File: src/design/tmfs_pkg.sv
// package for the tracker module format sniffer
// holds the signature tables, offsets and item types; depends on nothing
package tmfs_pkg;

  localparam int PosW         = 11;
  localparam int PosLimit     = 1084;
  localparam int TailStart    = 1080;
  localparam int ScreamOffset = 44;
  localparam int VersionOffset = 29;
  localparam int ShortSigLen  = 4;
  localparam int ExtSigLen    = 17;
  localparam int MaxChannels  = 32;
  localparam logic [7:0] VersionValue = 8'h10;

  // bit positions in the prefix match flags
  localparam int FlagImpulse = 0;
  localparam int FlagExtended = 1;
  localparam int FlagMulti = 2;
  localparam int FlagScream = 3;

  typedef struct packed {
    logic [7:0] byte_value;
    logic       last_byte;
  } in_item_t;

  function automatic logic [7:0] impulse_byte(input logic [1:0] idx);
    logic [7:0] r;
    unique case (idx)
      2'd0: r = "I";
      2'd1: r = "M";
      2'd2: r = "P";
      default: r = "M";
    endcase
    return r;
  endfunction

  function automatic logic [7:0] multi_byte(input logic [1:0] idx);
    logic [7:0] r;
    unique case (idx)
      2'd0: r = "M";
      2'd1: r = "T";
      2'd2: r = "M";
      default: r = 8'h10;
    endcase
    return r;
  endfunction

  function automatic logic [7:0] scream_byte(input logic [1:0] idx);
    logic [7:0] r;
    unique case (idx)
      2'd0: r = "S";
      2'd1: r = "C";
      2'd2: r = "R";
      default: r = "M";
    endcase
    return r;
  endfunction

  // "Extended Module: "
  function automatic logic [7:0] ext_byte(input logic [4:0] idx);
    logic [7:0] r;
    unique case (idx)
      5'd0: r = "E";
      5'd1: r = "x";
      5'd2: r = "t";
      5'd3: r = "e";
      5'd4: r = "n";
      5'd5: r = "d";
      5'd6: r = "e";
      5'd7: r = "d";
      5'd8: r = " ";
      5'd9: r = "M";
      5'd10: r = "o";
      5'd11: r = "d";
      5'd12: r = "u";
      5'd13: r = "l";
      5'd14: r = "e";
      5'd15: r = ":";
      default: r = " ";
    endcase
    return r;
  endfunction

  function automatic logic is_digit(input logic [7:0] c);
    return (c >= "0") && (c <= "9");
  endfunction

endpackage

File: src/design/tmfs_if.sv
// valid/ready channel interfaces for the sniffer's input and result words
// depends on nothing
interface tmfs_in_if;
  logic       valid;
  logic       ready;
  logic [7:0] byte_value;
  logic       last_byte;

  modport source (output valid, output byte_value, output last_byte, input ready);
  modport sink (input valid, input byte_value, input last_byte, output ready);
endinterface

interface tmfs_out_if;
  logic valid;
  logic ready;
  logic identified;

  modport source (output valid, output identified, input ready);
  modport sink (input valid, input identified, output ready);
endinterface

File: src/design/tracker_module_format_sniffer.sv
// top level of the tracker module format sniffer
// depends on tmfs_pkg and the channel interfaces in tmfs_if.sv

// Takes a file one byte word per cycle, offset 0 first, and on the word marked
// as the last byte returns one result word: identified is 1 if the file holds
// an impulse ("IMPM"), extended ("Extended Module: "), multitracker ("MTM"
// 0x10), scream ("SCRM" at 44 with byte 29 equal to 0x10) or protracker
// (channel tag at 1080..1083) signature. Unmarked bytes give no result. A
// word goes into an input register; from there the position counter, match
// flags and the four-byte tail window update and a result goes into the
// output register. Throughput is one byte per cycle; the only stall is a last
// byte sitting in the input register while an earlier result still waits to
// be taken. After each last byte the counter, match flags and version flag
// return to reset, so the next byte starts a new file. Bytes past offset
// 1083 are ignored.
module tracker_module_format_sniffer import tmfs_pkg::*; (
  input  logic       clk_i,
  input  logic       rst_ni,
  tmfs_in_if.sink    in_i,
  tmfs_out_if.source out_o
);

  // input register
  logic     s1_valid_q;
  in_item_t s1_item_q;

  // per-file state
  logic [PosW-1:0] pos_q, pos_d;
  logic [3:0]      flags_q, flags_d;
  logic            ver_q, ver_d;
  logic [7:0]      tail_q [4];
  logic [7:0]      tail_d [4];

  // result register
  logic out_valid_q;
  logic out_ident_q;

  logic out_free;
  logic s1_adv;
  logic in_ready;
  logic in_range;
  logic tail_wr;
  logic [1:0] idx;
  logic [7:0] b;
  logic hit;
  logic tail_hit;
  logic [6:0] chan_cnt;

  // handshake: the input register empties unless a last byte waits on a full output
  assign out_free = !out_valid_q || out_o.ready;
  assign s1_adv   = s1_valid_q && (!s1_item_q.last_byte || out_free);
  assign in_ready = !s1_valid_q || s1_adv;
  assign in_i.ready = in_ready;

  always_ff @(posedge clk_i or negedge rst_ni) begin
    if (!rst_ni) begin
      s1_valid_q <= 1'b0;
    end else if (in_ready) begin
      s1_valid_q <= in_i.valid;
    end
  end

  always_ff @(posedge clk_i) begin
    if (in_ready && in_i.valid) begin
      s1_item_q.byte_value <= in_i.byte_value;
      s1_item_q.last_byte  <= in_i.last_byte;
    end
  end

  // per-byte update of counter, flags and tail window
  assign b        = s1_item_q.byte_value;
  assign idx      = pos_q[1:0];  // tail and scream offsets are multiples of four
  assign in_range = pos_q < PosW'(PosLimit);
  assign tail_wr  = in_range && (pos_q >= PosW'(TailStart));

  always_comb begin
    flags_d = flags_q;
    ver_d   = ver_q;
    pos_d   = pos_q;
    tail_d  = tail_q;
    if (in_range) begin
      if (pos_q < PosW'(ShortSigLen)) begin
        if (b != impulse_byte(idx)) flags_d[FlagImpulse] = 1'b0;
        if (b != multi_byte(idx))   flags_d[FlagMulti] = 1'b0;
      end
      if ((pos_q < PosW'(ExtSigLen)) && (b != ext_byte(pos_q[4:0]))) begin
        flags_d[FlagExtended] = 1'b0;
      end
      if ((pos_q >= PosW'(ScreamOffset)) && (pos_q < PosW'(ScreamOffset + ShortSigLen))
          && (b != scream_byte(idx))) begin
        flags_d[FlagScream] = 1'b0;
      end
      if (pos_q == PosW'(VersionOffset)) begin
        ver_d = (b == VersionValue);
      end
      if (tail_wr) begin
        tail_d[idx] = b;
      end
      pos_d = pos_q + PosW'(1);
    end
  end

  // protracker tail: two digits 1..32 then "CH", a digit then "CHN", or "M.K."
  assign chan_cnt = 7'(tail_d[0][3:0]) * 7'd10 + 7'(tail_d[1][3:0]);

  always_comb begin
    tail_hit = 1'b0;
    if (is_digit(tail_d[0]) && is_digit(tail_d[1]) && (tail_d[2] == "C")
        && (tail_d[3] == "H") && (chan_cnt != 7'd0)
        && (chan_cnt <= 7'(MaxChannels))) begin
      tail_hit = 1'b1;
    end
    if (is_digit(tail_d[0]) && (tail_d[1] == "C") && (tail_d[2] == "H")
        && (tail_d[3] == "N")) begin
      tail_hit = 1'b1;
    end
    if ((tail_d[0] == "M") && (tail_d[1] == ".") && (tail_d[2] == "K")
        && (tail_d[3] == ".")) begin
      tail_hit = 1'b1;
    end
  end

  // every check also needs the file long enough to hold its signature
  assign hit =
      ((pos_d >= PosW'(ShortSigLen)) && flags_d[FlagImpulse])
   || ((pos_d >= PosW'(ShortSigLen)) && flags_d[FlagMulti])
   || ((pos_d >= PosW'(ExtSigLen)) && flags_d[FlagExtended])
   || ((pos_d >= PosW'(ScreamOffset + ShortSigLen)) && flags_d[FlagScream] && ver_d)
   || ((pos_d >= PosW'(PosLimit)) && tail_hit);

  always_ff @(posedge clk_i or negedge rst_ni) begin
    if (!rst_ni) begin
      pos_q   <= '0;
      flags_q <= '1;
      ver_q   <= 1'b0;
    end else if (s1_adv) begin
      if (s1_item_q.last_byte) begin
        // end of file: back to reset for the next file
        pos_q   <= '0;
        flags_q <= '1;
        ver_q   <= 1'b0;
      end else begin
        pos_q   <= pos_d;
        flags_q <= flags_d;
        ver_q   <= ver_d;
      end
    end
  end

  // tail window, only read once all four entries of this file are written
  always_ff @(posedge clk_i) begin
    if (s1_adv && tail_wr) begin
      tail_q[idx] <= b;
    end
  end

  // result register
  always_ff @(posedge clk_i or negedge rst_ni) begin
    if (!rst_ni) begin
      out_valid_q <= 1'b0;
    end else if (out_free) begin
      out_valid_q <= s1_adv && s1_item_q.last_byte;
    end
  end

  always_ff @(posedge clk_i) begin
    if (out_free && s1_adv && s1_item_q.last_byte) begin
      out_ident_q <= hit;
    end
  end

  assign out_o.valid      = out_valid_q;
  assign out_o.identified = out_ident_q;

endmodule

File: src/flat_wrapper.sv
// flat-port wrapper written by rule: the top's interface ports become plain ports
module tracker_module_format_sniffer_flat import tmfs_pkg::*;
  (clk_i, rst_ni, in_i_valid, in_i_byte_value, in_i_last_byte, in_i_ready, out_o_valid, out_o_identified, out_o_ready);
  tmfs_in_if in_i_i ();
  tmfs_out_if out_o_i ();
  input  logic clk_i;
  input  logic rst_ni;
  input wire logic [$bits(in_i_i.valid)-1:0] in_i_valid;
  input wire logic [$bits(in_i_i.byte_value)-1:0] in_i_byte_value;
  input wire logic [$bits(in_i_i.last_byte)-1:0] in_i_last_byte;
  output wire logic [$bits(in_i_i.ready)-1:0] in_i_ready;
  output wire logic [$bits(out_o_i.valid)-1:0] out_o_valid;
  output wire logic [$bits(out_o_i.identified)-1:0] out_o_identified;
  input wire logic [$bits(out_o_i.ready)-1:0] out_o_ready;
  assign in_i_i.valid = in_i_valid;
  assign in_i_i.byte_value = in_i_byte_value;
  assign in_i_i.last_byte = in_i_last_byte;
  assign in_i_ready = in_i_i.ready;
  assign out_o_valid = out_o_i.valid;
  assign out_o_identified = out_o_i.identified;
  assign out_o_i.ready = out_o_ready;
  tracker_module_format_sniffer u_core (.clk_i(clk_i), .rst_ni(rst_ni), .in_i(in_i_i), .out_o(out_o_i));
endmodule
File: config.mk
export PLATFORM = sky130hd
export DESIGN_NAME = tracker_module_format_sniffer_flat
export DESIGN_NICKNAME = d
export VERILOG_FILES = /design/src/design/tmfs_pkg.sv /design/src/design/tmfs_if.sv /design/src/design/tracker_module_format_sniffer.sv /design/src/flat_wrapper.sv
export SDC_FILE = /design/constraint.sdc
export NUM_CORES = 1
export LEC_CHECK = 0
export ABC_CLOCK_PERIOD_IN_PS = 10820
export BUFFER_PORTS_ARGS = -buffer_cell sky130_fd_sc_hd__buf_2
export CORE_AREA = 2 2 92 94
export CTS_BUF_LIST = sky130_fd_sc_hd__clkbuf_16
export DETAILED_ROUTE_END_ITERATION = 7
export DIE_AREA = 0 0 94 96
export GPL_ROUTABILITY_DRIVEN = 0
export GPL_TIMING_DRIVEN = 0
export PLACE_DENSITY = 0.7
export RECOVER_POWER = 50
export SLEW_MARGIN = 15
export SYNTH_ARGS = -nofsm -noshare
export SYNTH_HDL_FRONTEND = slang
export SYNTH_SLANG_ARGS = --single-unit
File: constraint.sdc
create_clock -name clk_i -period 10.82 [get_ports clk_i]
set_input_delay 2.164 -clock clk_i [delete_from_list [all_inputs] [get_ports clk_i]]
set_output_delay 2.164 -clock clk_i [all_outputs]
set_load 0.02 [all_outputs]
== Word level (Yosys, flattened, before mapping) ==
Memories as Yosys holds them, arrays and structs flattened.
Index checks and enable logic that the tools add are counted.

* Register bits after elaboration: 60
* Output and inout bits: 3
* Memory bits (writable): 0
* Bits in latches: 0
* Memory bits (read-only): 112
* Bits of input ports: 13
* Logic and storage cells: 125
* Memories kept: 1

* Bitwise logic cells: 1
* Magnitude comparators: 17
* Equal/unequal tests: 17
* $mul: 1
* $add $sub $neg: 2
* Reduce and logical (&&, ||, !) cells: 43
* Div/mod/pow operators: 0
* Multiplexer cells: 31
* Shift-type cells: 0

{| class="wikitable"
|+ Memory list
! name !! depth !! bits a word !! rd ports !! clocked after Yosys merged registers in !! write ports !! RTL line !! RTL
|-
| (no name shown) || 16 || 7 || 1 || 0 || 0 || tmfs_pkg.sv:62 || <nowiki>unique case (idx)</nowiki>
|}

{| class="wikitable"
|+ Operators by type and width
! operator !! count
|-
| 2-to-1 mux 32 bit || 2
|-
| 2-to-1 mux 8 bit || 8
|-
| equality test 8 x 7 -> 1 bit (second input constant) || 7
|-
| bitwise mux 32 bit || 1
|-
| inequality test 8 bit || 4
|-
| logical AND 1 bit || 30
|-
| greater-or-equal comparator 11 bit (second input constant) || 2
|-
| greater-or-equal comparator 11 x 6 -> 1 bit (second input constant) || 2
|-
| 2-to-1 mux 11 bit || 2
|-
| demux 8 bit (select 2 bit) || 1
|-
| equality test 8 x 6 -> 1 bit (second input constant) || 2
|-
| greater-or-equal comparator 8 x 6 -> 1 bit (second input constant) || 2
|-
| <= comparator 8 x 6 -> 1 bit (second input constant) || 2
|-
| case mux 5 bit (3 select lines) || 1
|-
| case mux 7 bit (2 select lines) || 1
|-
| 2-to-1 mux 1 bit || 12
|-
| adder 11 x 1 -> 11 bit (second input constant) || 1
|-
| equality test 11 x 5 -> 1 bit (second input constant) || 1
|-
| greater-or-equal comparator 11 x 3 -> 1 bit (second input constant) || 1
|-
| greater-or-equal comparator 11 x 5 -> 1 bit (second input constant) || 1
|-
| less-than comparator 11 bit (second input constant) || 1
|-
| less-than comparator 11 x 3 -> 1 bit (second input constant) || 1
|-
| less-than comparator 11 x 5 -> 1 bit (second input constant) || 1
|-
| less-than comparator 11 x 6 -> 1 bit (second input constant) || 1
|-
| other kinds (16) || 25
|}

== Longest topological paths before layout ==
* Word-level depth: 20
* Depth in mapped cells: 16
* Depth with buffers taken out: 14

== Least setup slack after synthesis ==
No wires, ideal clock.

* Path kind: input -> output
* From: in out_o_ready
* To: out in_i_ready
* Stages on the path: 1
* Data arrival time: 2.488 ns
* Data required time: 8.656 ns
* Slack: 6.168 ns
* Path buffers: 0
* Cells stage by stage: nand4b_1

* Cells in the longest elaborated chain, start to end: 4

{| class="wikitable"
|+ RTL lines
! what !! RTL line !! RTL
|-
| start, declared || flat_wrapper.sv:14 || <nowiki>input wire logic [$bits(out_o_i.ready)-1:0] out_o_ready;</nowiki>
|-
| logical OR 1 bit || tracker_module_format_sniffer.sv:50 || <nowiki>assign out_free = !out_valid_q || out_o.ready;</nowiki>
|-
| logical OR 1 bit || tracker_module_format_sniffer.sv:51 || <nowiki>assign s1_adv = s1_valid_q && (!s1_item_q.last_byte || out_free);</nowiki>
|-
| logical AND 1 bit || tracker_module_format_sniffer.sv:51 ||
|-
| logical OR 1 bit || tracker_module_format_sniffer.sv:52 || <nowiki>assign in_ready = !s1_valid_q || s1_adv;</nowiki>
|-
| end, declared || flat_wrapper.sv:11 || <nowiki>output wire logic [$bits(in_i_i.ready)-1:0] in_i_ready;</nowiki>
|}

Every way passes these cells.

== Worst setup path in the final report ==
* From: reg u_core.pos_q[0]
* To: reg u_core.out_ident_q (netlist: u_core.out_o.identified), data pin

* Cells in the longest elaborated chain, start to end: 20
* Elaborated cells between the ends (all ways): 97
* Classes of those cells: add/sub (2); mul (1); order compare (17); eq/ne (16); mux (28); bitwise (1); reduce/logical (31); memory (1)

{| class="wikitable"
|+ RTL lines
! what !! RTL line !! RTL
|-
| start, declared || tracker_module_format_sniffer.sv:28 || <nowiki>logic [PosW-1:0] pos_q, pos_d;</nowiki>
|-
| start signal, assigned || tracker_module_format_sniffer.sv:143 || <nowiki>pos_q <= pos_d;</nowiki>
|-
| branches (longest 19 deep; another with adder 7 x 4 -> 7 bit) || n/a ||
|-
| logical OR 1 bit * || tracker_module_format_sniffer.sv:129 || <nowiki>|| ((pos_d >= PosW'(PosLimit)) && tail_hit);</nowiki>
|-
| named net u_core.hit || tracker_module_format_sniffer.sv:45 || <nowiki>logic hit;</nowiki>
|-
| end signal, assigned || tracker_module_format_sniffer.sv:168 || <nowiki>out_ident_q <= hit;</nowiki>
|-
| end, declared || tracker_module_format_sniffer.sv:36 || <nowiki>logic out_ident_q;</nowiki>
|}

Mark *: on every way through the listed nets, which the timed path passes. The select of a mux whose other input is x is not followed.
A chain may end at the register's enable or synchronous reset.

==> impl_metrics.csv <==
group,metric,value,unit
critical_path,worstPathArrival,5.20,ns
cells_and_area,area_delta_synth_final,12.9,%
run,cap_violations,0,
global_routing,antenna_found_initial,0,
sta,period_needed,5.14,ns
cells_and_area,diodes,0,
sta,final-setup-viol-count,0,
sta,skew,0.0139,ns
floorplanning,io_pins,16,
drt,num_vias,3753,
logic_synthesis,synth_top_flop_cell,"edfxtp_1",
drt,drt_pass1_iterations,5,
sta,drv_slew,0,
cells_and_area,fill_cells,663,
drt,drt_iter0_drc,400,
logic_synthesis,synth_top_area_cell,"edfxtp_1",
clock_tree,clk_latency,0.33,ns
drt,drc_errors,0,
drt,wl_per_cell,19.5,µm
global_routing,grtUsageTotal,27.1,%
floorplanning,rows,33,
pwr,p_total,717,µW
floorplanning,dieArea,9020,µm²
logic_synthesis,synth_cell_type_count,67,
clock_tree,numCtsBuffers,9,
clock_tree,cts.reportedPaths.clkPinSlew,0.06,ns
pwr,power_density,147,nW/µm²
drt,via_per_inst,6.43,
logic_synthesis,synth-edff-count,42,
critical_path,worstSetupStartpointType,"flop",
logic_synthesis,yosysTopAreaCellShare,29.3,%
clock_tree,cts_buffer_depth,2,
sta,worstMarginPinSlew,1.01,ns
global_routing,first_global_vias,3528,
pwr,leakagePower,1.79,nW
logic_synthesis,ys_top_cells_by_area,"edfxtp_1 29%, dfrtp_1 8.1%, mux2_2 7.1%, o21ai_0 3.6%, mux2i_1 3.3%",
sta,period_share,47.5,%
placed_design,placed_cell_area,4540,µm²
outcome,status,"finished, final reports clean",
cells_and_area,stdcell_area,4870,µm²
floorplanning,coreArea,8050,µm²
min_path,hold_class,"reg -> reg",
logic_synthesis,mappedNetlistArea,4310,µm²
clock_tree,cts_tree,"yes",
clock_tree,postCtsSetupBuffers,0,
clock_tree,root_buffer,"clkbuf_16",
logic_synthesis,netlist_instances,447,
logic_synthesis,synthesis.nets,472,
logic_synthesis,synth_warnings,0,
global_routing,grt_overflow,0,
critical_path,crit_path_end_kind,"flop",
logic_synthesis,synth-seq-cells,60,
clock_tree,htreeDepth,3,
logic_synthesis,syn_avg_cell_area,9.64,µm²
floorplanning,die_w,94,µm
critical_path,critPathKind,"reg -> reg",
floorplanning,fp.dieH,96,µm
cells_and_area,drive_gt1_share,14.4,%
drt,postRouteAntennaNets,0,
sta,max_slew_margin,33.0,%
clock_tree,clock_sinks,60,
critical_path,critPathMaxFanout,11,
sta,tns,0,ns
clock_tree,cts_resized,0,
global_routing,grt_start_max_net_pins,30,
logic_synthesis,yosysSeqAreaShare,39.8,%
placed_design,io_buffer_count,15,
drt,routed_wl,11400,µm
sta,rsz0062_at_grt,"false",
floorplanning,start_util,53.5,%
logic_synthesis,async_reset_ff_share,30.0,%
global_routing,grt_pass1_wl,18500,µm
critical_path,cp_data_required_time,10.88,ns
placed_design,hpwlAfterDp,8170,µm
sta,clock.fmax,0.195,GHz
cells_and_area,nets,499,
pwr,peakVddDrop,130,µV
clock_tree,cts-hold-fix-buffers,0,
sta,hold_viol,0,
-- power breakdown --
part           internal [mW]  total (mW)  switching [mW]
logic                 0.0547       0.138          0.0832
registers              0.258       0.267         0.00937
clock network          0.203       0.312           0.109
total                  0.515       0.717           0.202
-- Yosys cell counts, types with 4 or more instances --
library cell and n:
o22ai_1 4, o31ai_1 4, nor3b_1 5, nor2b_1 6, or3_1 4, nand3_1 11
nand2_1 24, o41ai_1 4, mux2i_1 14, nor4b_1 6, inv_1 24, nor3_1 17
edfxtp_1 42, nor2_1 25, nor4_1 9, buf_2 4, dfstp_2 4, o21ai_0 31
ha_1 10, nand2b_1 4, xor2_1 4, clkbuf_1 20, a21oi_1 22, nand3b_1 8
nand4b_1 6, dfrtp_1 14, mux2_2 27, nand4_1 13, buf_1 4, and3_1 8
xnor2_1 11
-- worst paths after layout --
check | slack, ns | startpoint | endpoint | cells after the start
setup / recovery | 5.68 | u_core.pos_q[0] | u_core.out_o.identified | 16
hold reg to reg | 0.48 | u_core.ver_q | u_core.ver_q | 2
min in group asynchronous | 1.98 | rst_ni | u_core.pos_q[5] | 1
hold / removal | 0.48 | u_core.ver_q | u_core.ver_q | 2
setup reg to reg | 5.68 | u_core.pos_q[0] | u_core.out_o.identified | 16
max in group asynchronous | 8.22 | rst_ni | u_core.pos_q[10] | 1
-- per-stage QoR --
step | hold slack (ns) | setup WS (ns) | util [%] | std cells
after detailed placement | 0.477 | 5.96 | 56.4 | 568
final | 0.485 | 5.68 | 60.5 | 584
after global routing | 0.542 | 5.36 | 60.5 | 584
after CTS | 0.489 | 5.96 | 60.5 | 584
after floorplan | 0.449 | 6.17 | - | 447
after global placement | 0.470 | 5.57 | 56.1 | 567
-- routing by layer --
layer  share of wire (%)  track usage (%)
met2                  45             41.3
met4                 2.4             10.1
met3                 7.0             4.62
met5                   0                0
met1                  45             38.9
-- cell type report --
cell class | instances | area [µm²] | area share, %
Buffer | 30 | 126 | 2.60
Tap cell | 105 | 131 | 2.70
Inverter | 24 | 90.1 | 1.85
Sequential cell | 60 | 1720 | 35.3
Clock buffer | 9 | 225 | 4.63
Timing Repair Buffer | 16 | 92.6 | 1.90
Clock inverter | 7 | 98.8 | 2.03
Multi-Input combinational cell | 333 | 2390 | 49.0
-- critical path: stages, from the launching register on --
cell and delay, ns:
dfrtp_1 0.52, inv_1 0.22, ha_1 0.18, clkbuf_1 0.45, clkbuf_1 0.48, mux2_2 0.42, mux2i_1 0.19, inv_1 0.12
xnor2_1 0.14, ha_1 0.36, or2_2 0.31, a21oi_1 0.22, or4b_4 0.49, nand3_1 0.09, o21ai_0 0.08, o2111ai_1 0.41
nand4_1 0.17
-- placed cells by master (no fill, tap or decap), types with 15 or more instances in the layout --
cell,count
a21oi_1,22
o21ai_0,31
clkbuf_1,27
inv_1,24
mux2_2,15
buf_2,15
nor3_1,17
edfxtp_1,42
nor2_1,24
nand2_1,24
-- state kept, by name (all words and copies together) (netlist names) --
signal                   cells
u_core.out_o.identified      1
u_core.tail_q               32
u_core.out_o.valid           1
u_core.b                     8
u_core.s1_valid_q            1
u_core.pos_q                11
u_core.flags_q               4
u_core.ver_q                 1
u_core.s1_item_q             1
-- cell families (layout without fill, tap and decap cells) --
| logic type | Yosys count | count (layout) | synth area share [%] |
|---|---|---|---|
| compound gates | 98 | 98 | 14.7 |
| simple gates | 166 | 166 | 22.7 |
| buf+inv | 54 | 86 | 5.08 |
| flops | 60 | 60 | 39.8 |
| fa+ha+maj | 12 | 12 | 3.83 |
| mux | 42 | 42 | 10.8 |
| xor+xnor | 15 | 15 | 3.05 |
Power figures use the tool's default switching activity.
